===== config.mk =====
export PLATFORM = sky130hd
export DESIGN_NAME = lrc_ctrl
export DESIGN_NICKNAME = d
export VERILOG_FILES = /design/src/sv/lrc_pkg.sv /design/src/sv/lrc_ctrl.sv
export SDC_FILE = /design/constraint.sdc
export NUM_CORES = 1
export LEC_CHECK = 0
export ABC_AREA = 1
export BUFFER_PORTS_ARGS = -buffer_cell sky130_fd_sc_hd__buf_2
export CAP_MARGIN = 20
export CORE_AREA = 2 2 39 41
export DETAILED_ROUTE_END_ITERATION = 6
export DIE_AREA = 0 0 41 43
export PLACE_DENSITY_LB_ADDON = 0.08
export SYNTH_ARGS = -nofsm -noshare
export SYNTH_HDL_FRONTEND = slang
export SYNTH_SLANG_ARGS = --single-unit

===== constraint.sdc =====
create_clock -name clock -period 1 [get_ports clock]
set_clock_uncertainty 0.15 [all_clocks]
set_input_delay 0.1 -clock clock [delete_from_list [all_inputs] [get_ports clock]]
set_output_delay 0.1 -clock clock [all_outputs]
set_load 0.02 [all_outputs]

===== src/sv/lrc_pkg.sv =====
// shared types and constants for the lru result cache
package lrc_pkg;
   localparam int Entries = 64;
   localparam int IdxBits = $clog2(Entries);
   localparam int OccBits = $clog2(Entries + 1);
   localparam int KeyBits = 32;

   typedef enum logic [1:0] {
      CMD_GET = 2'd0,
      CMD_PUT = 2'd1,
      CMD_INV = 2'd2,
      CMD_CLR = 2'd3
   } cmd_type;

   typedef struct packed {
      logic [1:0]  cmd;
      logic [31:0] query_key;
      logic [15:0] requested_k;
      logic [31:0] store_handle;
      logic [15:0] store_count;
   } req_type;

   typedef struct packed {
      logic        hit;
      logic [31:0] found_handle;
      logic [15:0] found_count;
      logic [31:0] hit_total;
      logic [31:0] miss_total;
      logic [6:0]  occupancy;
   } rsp_type;

   typedef struct packed {
      logic start;
   } ctl_type;

   typedef struct packed {
      logic done;
   } sts_type;
endpackage


===== src/sv/lrc_ctrl.sv =====
// controller: accepts a request, runs the datapath, holds the response
module lrc_ctrl import lrc_pkg::*; (
   input  logic    clock,
   input  logic    reset,
   input  logic    req_valid,
   output logic    req_ready,
   output logic    rsp_valid,
   input  logic    rsp_ready,
   output ctl_type ctl,
   input  sts_type sts
);
   typedef enum logic [2:0] {
      ST_IDLE = 3'b001,
      ST_EXEC = 3'b010,
      ST_RESP = 3'b100
   } state_type;

   state_type state_ff, state_in;

   assign req_ready = (state_ff == ST_IDLE) && !reset;
   assign rsp_valid = (state_ff == ST_RESP);
   assign ctl.start = req_valid && req_ready;

   always_comb begin
      state_in = state_ff;
      unique case (state_ff)
         ST_IDLE: if (req_valid) state_in = ST_EXEC;
         ST_EXEC: if (sts.done) state_in = ST_RESP;
         ST_RESP: if (rsp_ready) state_in = ST_IDLE;
         default: state_in = ST_IDLE;
      endcase
   end

   always_ff @(posedge clock) begin
      if (reset) state_ff <= ST_IDLE;
      else state_ff <= state_in;
   end
endmodule


==> metrics.cfg, run 1 <==
[power_and_ir_drop]
p_sw_uw = 155.8
p_comb_frac = 0.345
p_int_uw = 376.5
max-vdd-ir-drop_mv = 0.6252
p_per_area_mw_per_mm2 = 1223
p_leak_uw = 0.0002260
seq_power_share = 0.260
power_frac_clock = 0.395
p_sw_frac = 0.2927

[setup_path]
cp_common_cell = nor2_4
critPathLaunchType = flip-flop
crit_family = flip-flops
r2r_slack_ns = -0.24
crit_fanout = 5
crit_path_top_delay_cell = dfxtp_2
critPathCaptureType = output pin
worstReg2RegStart = state_ff[0]
r2r_cells = 7
path_buf_inv = 2
critical_path_arrival_ns = 1.03
required_ns = 0.75
cpPeakStageDelay_ns = 0.34
worstReg2RegEnd = state_ff[2]
path_cells = inv_4, nor2_4, nand3_4, nor2_4, buf_6
worst-setup-path-type = reg -> out

[global_routing]
antenna_found_initial = 0
grt_max_degree = 6
grt_use_total = 0.09009
grt_pass1_wl_um = 1048
grt_pass1_vias = 287
grt.overflow.total = 0

[timing]
layout_setup_ws_ns = -0.2849
fin_tns_setup_ns = -1.324
hold_violations = 0
worst_slew_pin_slew_ns = 0.1473
drv_slew = 0
setup_viol = 6
fin_crit_sh = 1.285
rsz0062_at_grt = yes
relSlewSlack = 0.9013
fmax_mhz = 778.2
min_period_ns = 1.285

[detailed_routing]
via_per_inst = 3.943
num_vias = 276
firstDrtPassIters = 3
drt-wirelength-per-cell_um = 8.657
drc = 0
drt.antenna.violating_nets = 0
drt_iter0_markers = 2
wl_um = 606

[layout]
final_core_util = 0.3146
drive_gt1_frac = 0.6111
regMostFlops = state_ff
fill_cells = 171
layout.cells.non_filler = 70
nNetsFinal = 60
top_regs = state_ff: 3 flops
antenna_cells = 0
multi_input_area_um2 = 140.1
areaGrowthSynthToFinish_pct = 130.5
register_area_um2 = 66.31
largest_reg_flops = 3

[floorplan]
die_w_um = 41
die_h_um = 43
die_area_mm2 = 0.001763
ios = 8
start_util = 0.1365
core_region_area_mm2 = 0.001384
row_count = 14

[clock_tree]
cts_tree = built
cts_buffers = 3
clockBufferDepth = 2
clk_pin_slew_ns = 0.04
clock_sinks = 3
clockRootBuffer = clkbuf_4
htreeDepth = 1
clock_latency_ns = 0.23

[logic_synthesis]
synth.yosys.warnings = 0
yosysSeqAreaShare = 0.3179
yosysUniqueCellTypes = 10
synthCells = 32
yosys_register_bits = 3
netlist_area_um2 = 188.9
mappedNetlistNets = 37
syn_avg_cell_area_um2 = 5.904

[flow_run]
max-cap-violations = 0

[place]
dp_slack_ns = -0.1588
portBuffers = 7
dpl.hpwl_um = 419.6
dp_cells = 60
gp_congestion = 0.6719

[worst_hold_path]
hp-start = sts
hold_path_class = in -> reg
holdPathStages = 3
min_to = state_ff[2]

[run_status]
outcome = finished, violations left
violations = setup timing

==> worst max path at each step <==
stage                            from   endpoint  depth (start not counted)
after floorplan           state_ff[0]  req_ready                          4
after global placement    state_ff[1]        ctl                          4
after detailed placement  state_ff[0]        ctl                          5
after CTS                 state_ff[0]        ctl                          5
after global routing      state_ff[0]        ctl                          5
final                     state_ff[0]        ctl                          5
==> cells in the final DEF, fill, tap and decap left out <==
master	instances
buf_4	9
nand3_1	4
dfxtp_4	1
nor2_4	2
buf_6	4
inv_2	2
dlygate4sd3_1	1
buf_2	4
inv_4	1
nand2_1	3
o22ai_2	1
clkbuf_1	1
dfxtp_2	2
inv_1	7
nand2_2	1
nor2_1	2
nand3_4	2
a31oi_1	1
clkbuf_4	3
nand4_1	2
nor2_2	1
==> power groups by stage <==
stage	combinational (uW)	sequential [uW]	clock, uW
floorplan	65.0	137	0
global placement	110	138	0
detailed placement	109	138	0
CTS	172	136	226
global route	202	140	234
finish	184	138	210
==> tightest hold or removal path, delay by kind of cell <==
family	cells	cell delay [ns]
compound gates	1	0.08
simple gates	1	0.09
buf+inv	1	0.09
==> cell type report <==
cell class	count	area share
multi-input combinational	19	0.3218
tap	16	0.04598
inverter	10	0.09195
clock buffer	4	0.06034
timing repair buffer	18	0.3276
sequential	3	0.1523
==> stage by stage <==
stage          total power [uW]  hold slack, ns  cell area, um2
3_5_place_dp              246.6          0.1428           289.0
6_report                  532.3         0.02262           435.4
5_1_grt                   576.0         0.04027           435.4
3_3_place_gp              248.5          0.1401           289.0
2_1_floorplan             201.8         0.02238           196.4
4_1_cts                   534.9         0.01666           415.4
==> per-layer routing <==
metal | global-route usage | vias up | wire, um
li1 | - | 144 | -
met4 | 0.04000 | 0 | 0
met5 | 0 | - | 0
met3 | 0.05759 | 0 | 42
met1 | 0.09236 | 122 | 236
met2 | 0.1375 | 10 | 327
==> timing repair <==
action                                  4_1_cts  5_1_grt
setup buffers                                 4        2
endpoints found under the hold margin         1        0
endpoints found under the setup margin        6        6
hold buffers                                  1        0
gates resized for setup                      19        4
pin swaps                                     3        4
==> kinds of logic after synthesis <==
group | share of synthesized area
and+or+nand+nor | 0.4172
DFF | 0.3179
AOI/OAI and AO/OA | 0.06627
buffers and inverters | 0.1986
==> cells in the mapped netlist <==
master   number  share of area
inv_1         9           0.18
nor2_1        4          0.079
dfxtp_1       3           0.32
nand4_1       2          0.066
nand2_1       4          0.079
nand3_1       6           0.16
nor2_2        1          0.033
o22ai_1       1          0.033
inv_2         1          0.020
a31oi_1       1          0.033
Note: power is estimated with default switching activity, not from simulation.
==> run 2: changes to the inputs <==
--- a/config.mk
+++ b/config.mk
@@ -11,6 +11,7 @@
 export CORE_AREA = 2 2 39 41
 export DETAILED_ROUTE_END_ITERATION = 6
 export DIE_AREA = 0 0 41 43
+export MAX_ROUTING_LAYER = met4
 export PLACE_DENSITY_LB_ADDON = 0.08
 export SYNTH_ARGS = -nofsm -noshare
 export SYNTH_HDL_FRONTEND = slang
==> constraint.sdc (replaced) <==
create_clock -name clock -period 1 [get_ports clock]
set_clock_uncertainty 0.15 [all_clocks]
set_input_delay 0.2 -clock clock [delete_from_list [all_inputs] [get_ports clock]]
set_output_delay 0.2 -clock clock [all_outputs]
set_load 0.01 [all_outputs]
==> metrics.cfg, run 2 (synthesis gave the netlist of run 1 again) <==
[run_status]
outcome = finished, violations left
violations = setup timing

[worst_hold_path]
holdPathStages = 4  ; +1
hp-start = sts
min_to = state_ff[1]
hold_path_class = in -> reg

[clock_tree]
htreeDepth = 1  ; unchanged
cts_buffers = 3  ; unchanged
clock_latency_ns = 0.23  ; about the same
clock_sinks = 3  ; unchanged
clk_pin_slew_ns = 0.04  ; about the same
clockBufferDepth = 2  ; unchanged
clockRootBuffer = clkbuf_4
cts_tree = built

[timing]
setup_viol = 6  ; unchanged
drv_slew = 0  ; unchanged
fin_tns_setup_ns = -1.539  ; -0.2156 ns
min_period_ns = 1.371  ; +0.08643 ns
worst_slew_pin_slew_ns = 0.1772  ; +0.02986 ns
relSlewSlack = 0.8813  ; -0.02000
fin_crit_sh = 1.371  ; +0.08643
rsz0062_at_grt = yes
fmax_mhz = 729.2  ; -6.3%
layout_setup_ws_ns = -0.3714  ; -0.08643 ns
hold_violations = 0  ; unchanged

[setup_path]
worstReg2RegStart = state_ff[2]
worstReg2RegEnd = state_ff[1]
r2r_cells = 5  ; -2
crit_fanout = 5  ; unchanged
critPathLaunchType = flip-flop
r2r_slack_ns = -0.20  ; +0.04 ns
required_ns = 0.65  ; -0.10 ns
critical_path_arrival_ns = 1.02  ; about the same
worst-setup-path-type = reg -> out
critPathCaptureType = output pin

[global_routing]
grt_pass1_vias = 296  ; +3.1%
grt_max_degree = 6  ; unchanged
antenna_found_initial = 0  ; unchanged
grt_use_total = 0.09641  ; +0.006320
grt_pass1_wl_um = 1062  ; +1.3%
grt.overflow.total = 0  ; unchanged

[place]
dpl.hpwl_um = 435.8  ; +3.9%
detailed_place.area_um2 = 274.0  ; -5.2%
portBuffers = 7  ; unchanged
dp_slack_ns = -0.1839  ; -0.02513 ns
gp_congestion = 0.7517  ; +12%
dp_cells = 58  ; -3.3%

[floorplan]
die_area_mm2 = 0.001763  ; unchanged
die_h_um = 43  ; unchanged
die_w_um = 41  ; unchanged
ios = 8  ; unchanged
core_region_area_mm2 = 0.001384  ; unchanged
row_count = 14  ; unchanged
start_util = 0.1365  ; unchanged

[detailed_routing]
num_vias = 281  ; +1.8%
via_per_inst = 4.014  ; +1.8%
wl_um = 610  ; +0.66%
drc = 0  ; unchanged
drt.antenna.violating_nets = 0  ; unchanged
firstDrtPassIters = 4  ; +1
drt_iter0_markers = 7  ; +5
drt-wirelength-per-cell_um = 8.714  ; +0.66%

[power_and_ir_drop]
p_sw_uw = 144.0  ; -7.6%
seq_power_share = 0.269  ; +0.009
p_leak_uw = 0.0002176  ; -3.7%
p_per_area_mw_per_mm2 = 1255  ; +2.6%
p_int_uw = 371.0  ; -1.5%
p_sw_frac = 0.2796  ; -0.01308
max-vdd-ir-drop_mv = 0.6436  ; +2.9%
power_frac_clock = 0.405  ; +0.010
p_comb_frac = 0.327  ; -0.018
p_total_uw = 515.0  ; -3.3%

[layout]
regMostFlops = state_ff
areaGrowthSynthToFinish_pct = 117.2
layout_common_cells = 9 x buf_4, 7 x inv_1, 6 x buf_2
top_regs = state_ff: 3 flops
antenna_cells = 0  ; unchanged
layout.cells.non_filler = 70  ; unchanged
nNetsFinal = 60  ; unchanged
final_common_cell = buf_4
largest_reg_flops = 3  ; unchanged
fin_area_um2 = 410.4  ; -5.7%
drive_gt1_frac = 0.6111  ; unchanged

[flow_run]
max-cap-violations = 0  ; unchanged

==> run 2: cell types whose count changed in the layout (fill, tap and decap cells not counted) <==
cell / before / now
buf_2: 4 / 6
nand3_4: 2 / 1
nor2_4: 2 / 1
buf_6: 4 / 2
nor2_2: 1 / 2
nand3_2: 0 / 1
==> run 2: per-stage QoR <==
| stage | hold WS [ns] | utilization |
|---|---|---|
| 3_5_place_dp | 0.2378 | 0.1980 |
| 4_1_cts | 0.1339 | 0.2523 |
| 3_3_place_gp | 0.2388 | 0.1980 |
| 5_1_grt | 0.1371 | 0.2966 |
| 2_1_floorplan | 0.1224 | - |
| 6_report | 0.1210 | 0.2966 |
==> run 2: critical path, stage by stage, from the launching register on <==
cell     delay [ns]
dfxtp_4        0.36
nor2_4         0.13
nand3_4        0.09
nor2_2         0.08
buf_2          0.13
==> run 2: final cells by class <==
cell class | instances | area, um2
clock buffer | 4 | 26.28
fill | 165 | 973.4
inverter | 10 | 40.04
multi-input combinational | 19 | 127.6
sequential | 3 | 66.31
tap | 16 | 20.02
timing repair buffer | 18 | 130.1
==> run 2: how the worst max path moves through the flow <==
| stage | start | endpoint | slack [ns] |
|---|---|---|---|
| 3_5_place_dp | state_ff[0] | ctl | -0.18 |
| 3_3_place_gp | state_ff[0] | ctl | -0.17 |
| 5_1_grt | state_ff[0] | ctl | -0.46 |
| 4_1_cts | state_ff[0] | ctl | -0.39 |
| 6_report | state_ff[2] | ctl | -0.37 |
| 2_1_floorplan | state_ff[0] | ctl | -0.05 |
==> run 2: power by group through the flow <==
stage          Combinational (uW)  Clock, uW  Sequential, uW
2_1_floorplan                59.5          0             137
3_3_place_gp                  102          0             138
3_5_place_dp                  101          0             138
4_1_cts                       136        223             140
5_1_grt                       185        233             140
6_report                      168        208             139
==> run 2: per-layer routing <==
layer	track usage	vias up	share of wire
met4	0.08000	0	0
li1	-	144	-
met1	0.1019	127	0.43
met5	-	-	0
met3	0.03141	0	0.056
met2	0.1375	10	0.52
==> run 2: timing repair <==
action                                  in CTS  in global routing
hold buffers                                 1                  0
pin swaps                                    1                  1
buffers inserted                             3                  4
cloned                                       0                  0
hold endpoints to repair                     1                  0
gates resized for setup                      6                  8
endpoints found under the setup margin       6                  6
==> run 3: changes to the inputs <==
==> constraint.sdc (replaced) <==
create_clock -name clock -period 1 [get_ports clock]
set_clock_uncertainty 0.15 [all_clocks]
set_input_delay 0.2 -clock clock [delete_from_list [all_inputs] [get_ports clock]]
set_output_delay 0.2 -clock clock [all_outputs]
set_load 0.1 [all_outputs]
==> metrics.cfg, run 3 (synthesis gave the netlist of run 1 again) <==
[worst_hold_path]
hp-start = reset
min_to = state_ff[0]
holdPathStages = 3  ; -1
hold_path_class = in -> reg

[floorplan]
die_h_um = 43  ; unchanged
die_w_um = 41  ; unchanged
row_count = 14  ; unchanged
die_area_mm2 = 0.001763  ; unchanged
core_region_area_mm2 = 0.001384  ; unchanged
ios = 8  ; unchanged
start_util = 0.1365  ; unchanged

[timing]
min_period_ns = 1.473  ; +0.1015 ns
drv_slew = 0  ; unchanged
setup_viol = 6  ; unchanged
rsz0062_at_grt = yes
worst_slew_pin_slew_ns = 0.1741  ; -0.003068 ns
layout_setup_ws_ns = -0.4729  ; -0.1015 ns
relSlewSlack = 0.8836  ; +0.002272
hold_violations = 0  ; unchanged
fmax_mhz = 678.9  ; -6.9%
fin_crit_sh = 1.473  ; +0.1015

[layout]
layout.cells.non_filler = 68  ; -2.9%
multi_input_area_um2 = 146.4  ; +15%
regMostFlops = state_ff
drive_gt1_frac = 0.6346  ; +0.02350
nNetsFinal = 58  ; -3.3%
fill_cells = 145  ; -12%
antenna_cells = 0  ; unchanged
layout_common_cells = 6 x inv_1, 6 x buf_4, 5 x nand3_1
register_area_um2 = 63.81  ; -3.8%
largest_reg_flops = 3  ; unchanged
top_regs = state_ff: 3 flops
areaGrowthSynthToFinish_pct = 144.4

[clock_tree]
clockBufferDepth = 2  ; unchanged
cts_buffers = 3  ; unchanged
htreeDepth = 1  ; unchanged
clock_sinks = 3  ; unchanged
clk_pin_slew_ns = 0.04  ; about the same
clockRootBuffer = clkbuf_4
clock_latency_ns = 0.23  ; about the same
cts_tree = built

[flow_run]
max-cap-violations = 0  ; unchanged

[global_routing]
grt_max_degree = 6  ; unchanged
grt_pass1_vias = 228  ; -23%
grt_pass1_wl_um = 890  ; -16%
grt.overflow.total = 0  ; unchanged
grt_use_total = 0.08428  ; -0.01213
antenna_found_initial = 0  ; unchanged

[place]
dp_cells = 58  ; unchanged
portBuffers = 7  ; unchanged
dpl.hpwl_um = 424.5  ; -2.6%
gp_congestion = 0.8289  ; +10%

[setup_path]
critical_path_arrival_ns = 1.12  ; +0.10 ns
critPathCaptureType = output pin
worst-setup-path-type = reg -> out
r2r_cells = 8  ; +3
worstReg2RegStart = state_ff[0]
worstReg2RegEnd = state_ff[0]
r2r_slack_ns = -0.32  ; -0.12 ns
critPathLaunchType = flip-flop
crit_fanout = 3  ; -2
required_ns = 0.65  ; about the same

[power_and_ir_drop]
power_frac_clock = 0.344  ; -0.061
p_comb_frac = 0.429  ; +0.102
p_sw_uw = 217.0  ; +51%
max-vdd-ir-drop_mv = 0.4351  ; -32%
p_leak_uw = 0.0002150  ; -1.2%
p_total_uw = 614.5  ; +19%
seq_power_share = 0.227  ; -0.042
p_sw_frac = 0.3532  ; +0.07359
p_per_area_mw_per_mm2 = 1331  ; +6.1%
p_int_uw = 397.4  ; +7.1%

[detailed_routing]
firstDrtPassIters = 4  ; unchanged
drt_iter0_markers = 4  ; -3
drt-wirelength-per-cell_um = 9.162  ; +5.1%
via_per_inst = 3.956  ; -1.5%
drc = 0  ; unchanged
wl_um = 623  ; +2.1%
drt.antenna.violating_nets = 0  ; unchanged
num_vias = 269  ; -4.3%

[run_status]
outcome = finished, violations left
violations = setup timing

run 3: worst max-delay path, stage by stage (launching register included):
cell	delay (ns)
dfxtp_2	0.34
inv_4	0.05
nor2_4	0.10
nand3_4	0.10
nor2_4	0.11
buf_12	0.18
run 3: how the worst max path moves through the flow:
| stage | slack [ns] | endpoint | from | depth (start not counted) |
|---|---|---|---|---|
| finish | -0.47 | ctl | state_ff[0] | 5 |
| detailed placement | -0.26 | ctl | state_ff[0] | 5 |
| global route | -0.52 | ctl | state_ff[0] | 5 |
| global placement | -0.26 | ctl | state_ff[0] | 5 |
| CTS | -0.48 | ctl | state_ff[0] | 5 |
| floorplan | -0.42 | ctl | state_ff[0] | 4 |
run 3: layer usage:
metal | GRT usage | share of wire | up-vias | wire length, um
met2 | 0.1125 | 0.61 | 7 | 378
met3 | 0.03141 | 0.037 | 0 | 23
met5 | - | 0 | - | 0
met1 | 0.08013 | 0.35 | 120 | 221
li1 | - | - | 142 | -
met4 | 0.1000 | 0 | 0 | 0
run 3: layout make-up:
cell class,count,share of cell area
clock buffers,4,0.05691
flip-flops and latches,3,0.1382
repair buffers,16,0.3415
multi-input cells,19,0.3171
well taps,16,0.04336
inverters,10,0.1030
run 3: repair_timing:
| item | in CTS | in global routing |
|---|---|---|
| resized for setup | 4 | 6 |
| pin swaps | 6 | 6 |
| buffers inserted | 2 | 3 |
| hold buffers | 1 | 0 |
| endpoints found under the hold margin | 1 | 0 |
| endpoints found under the setup margin | 6 | 6 |
run 3: power by group through the flow:
stage / sequential, uW / clock, uW / combinational (uW)
2_1_floorplan: 139 / 0 / 131
3_3_place_gp: 139 / 0 / 199
3_5_place_dp: 139 / 0 / 200
4_1_cts: 139 / 224 / 225
5_1_grt: 140 / 243 / 275
6_report: 140 / 211 / 264
run 3: metrics by stage:
step	TNS (ns)	util	setup slack, ns	hold WS, ns	instance area (um2)
2_1_floorplan	-1.027	-	-0.4202	0.1150	225.2
4_1_cts	-2.000	0.2966	-0.4826	0.08528	410.4
3_3_place_gp	-0.9328	0.2514	-0.2584	0.2225	347.8
5_1_grt	-2.489	0.3336	-0.5228	0.1038	461.7
6_report	-2.187	0.3336	-0.4729	0.1026	461.7
3_5_place_dp	-0.9583	0.2514	-0.2553	0.2256	347.8
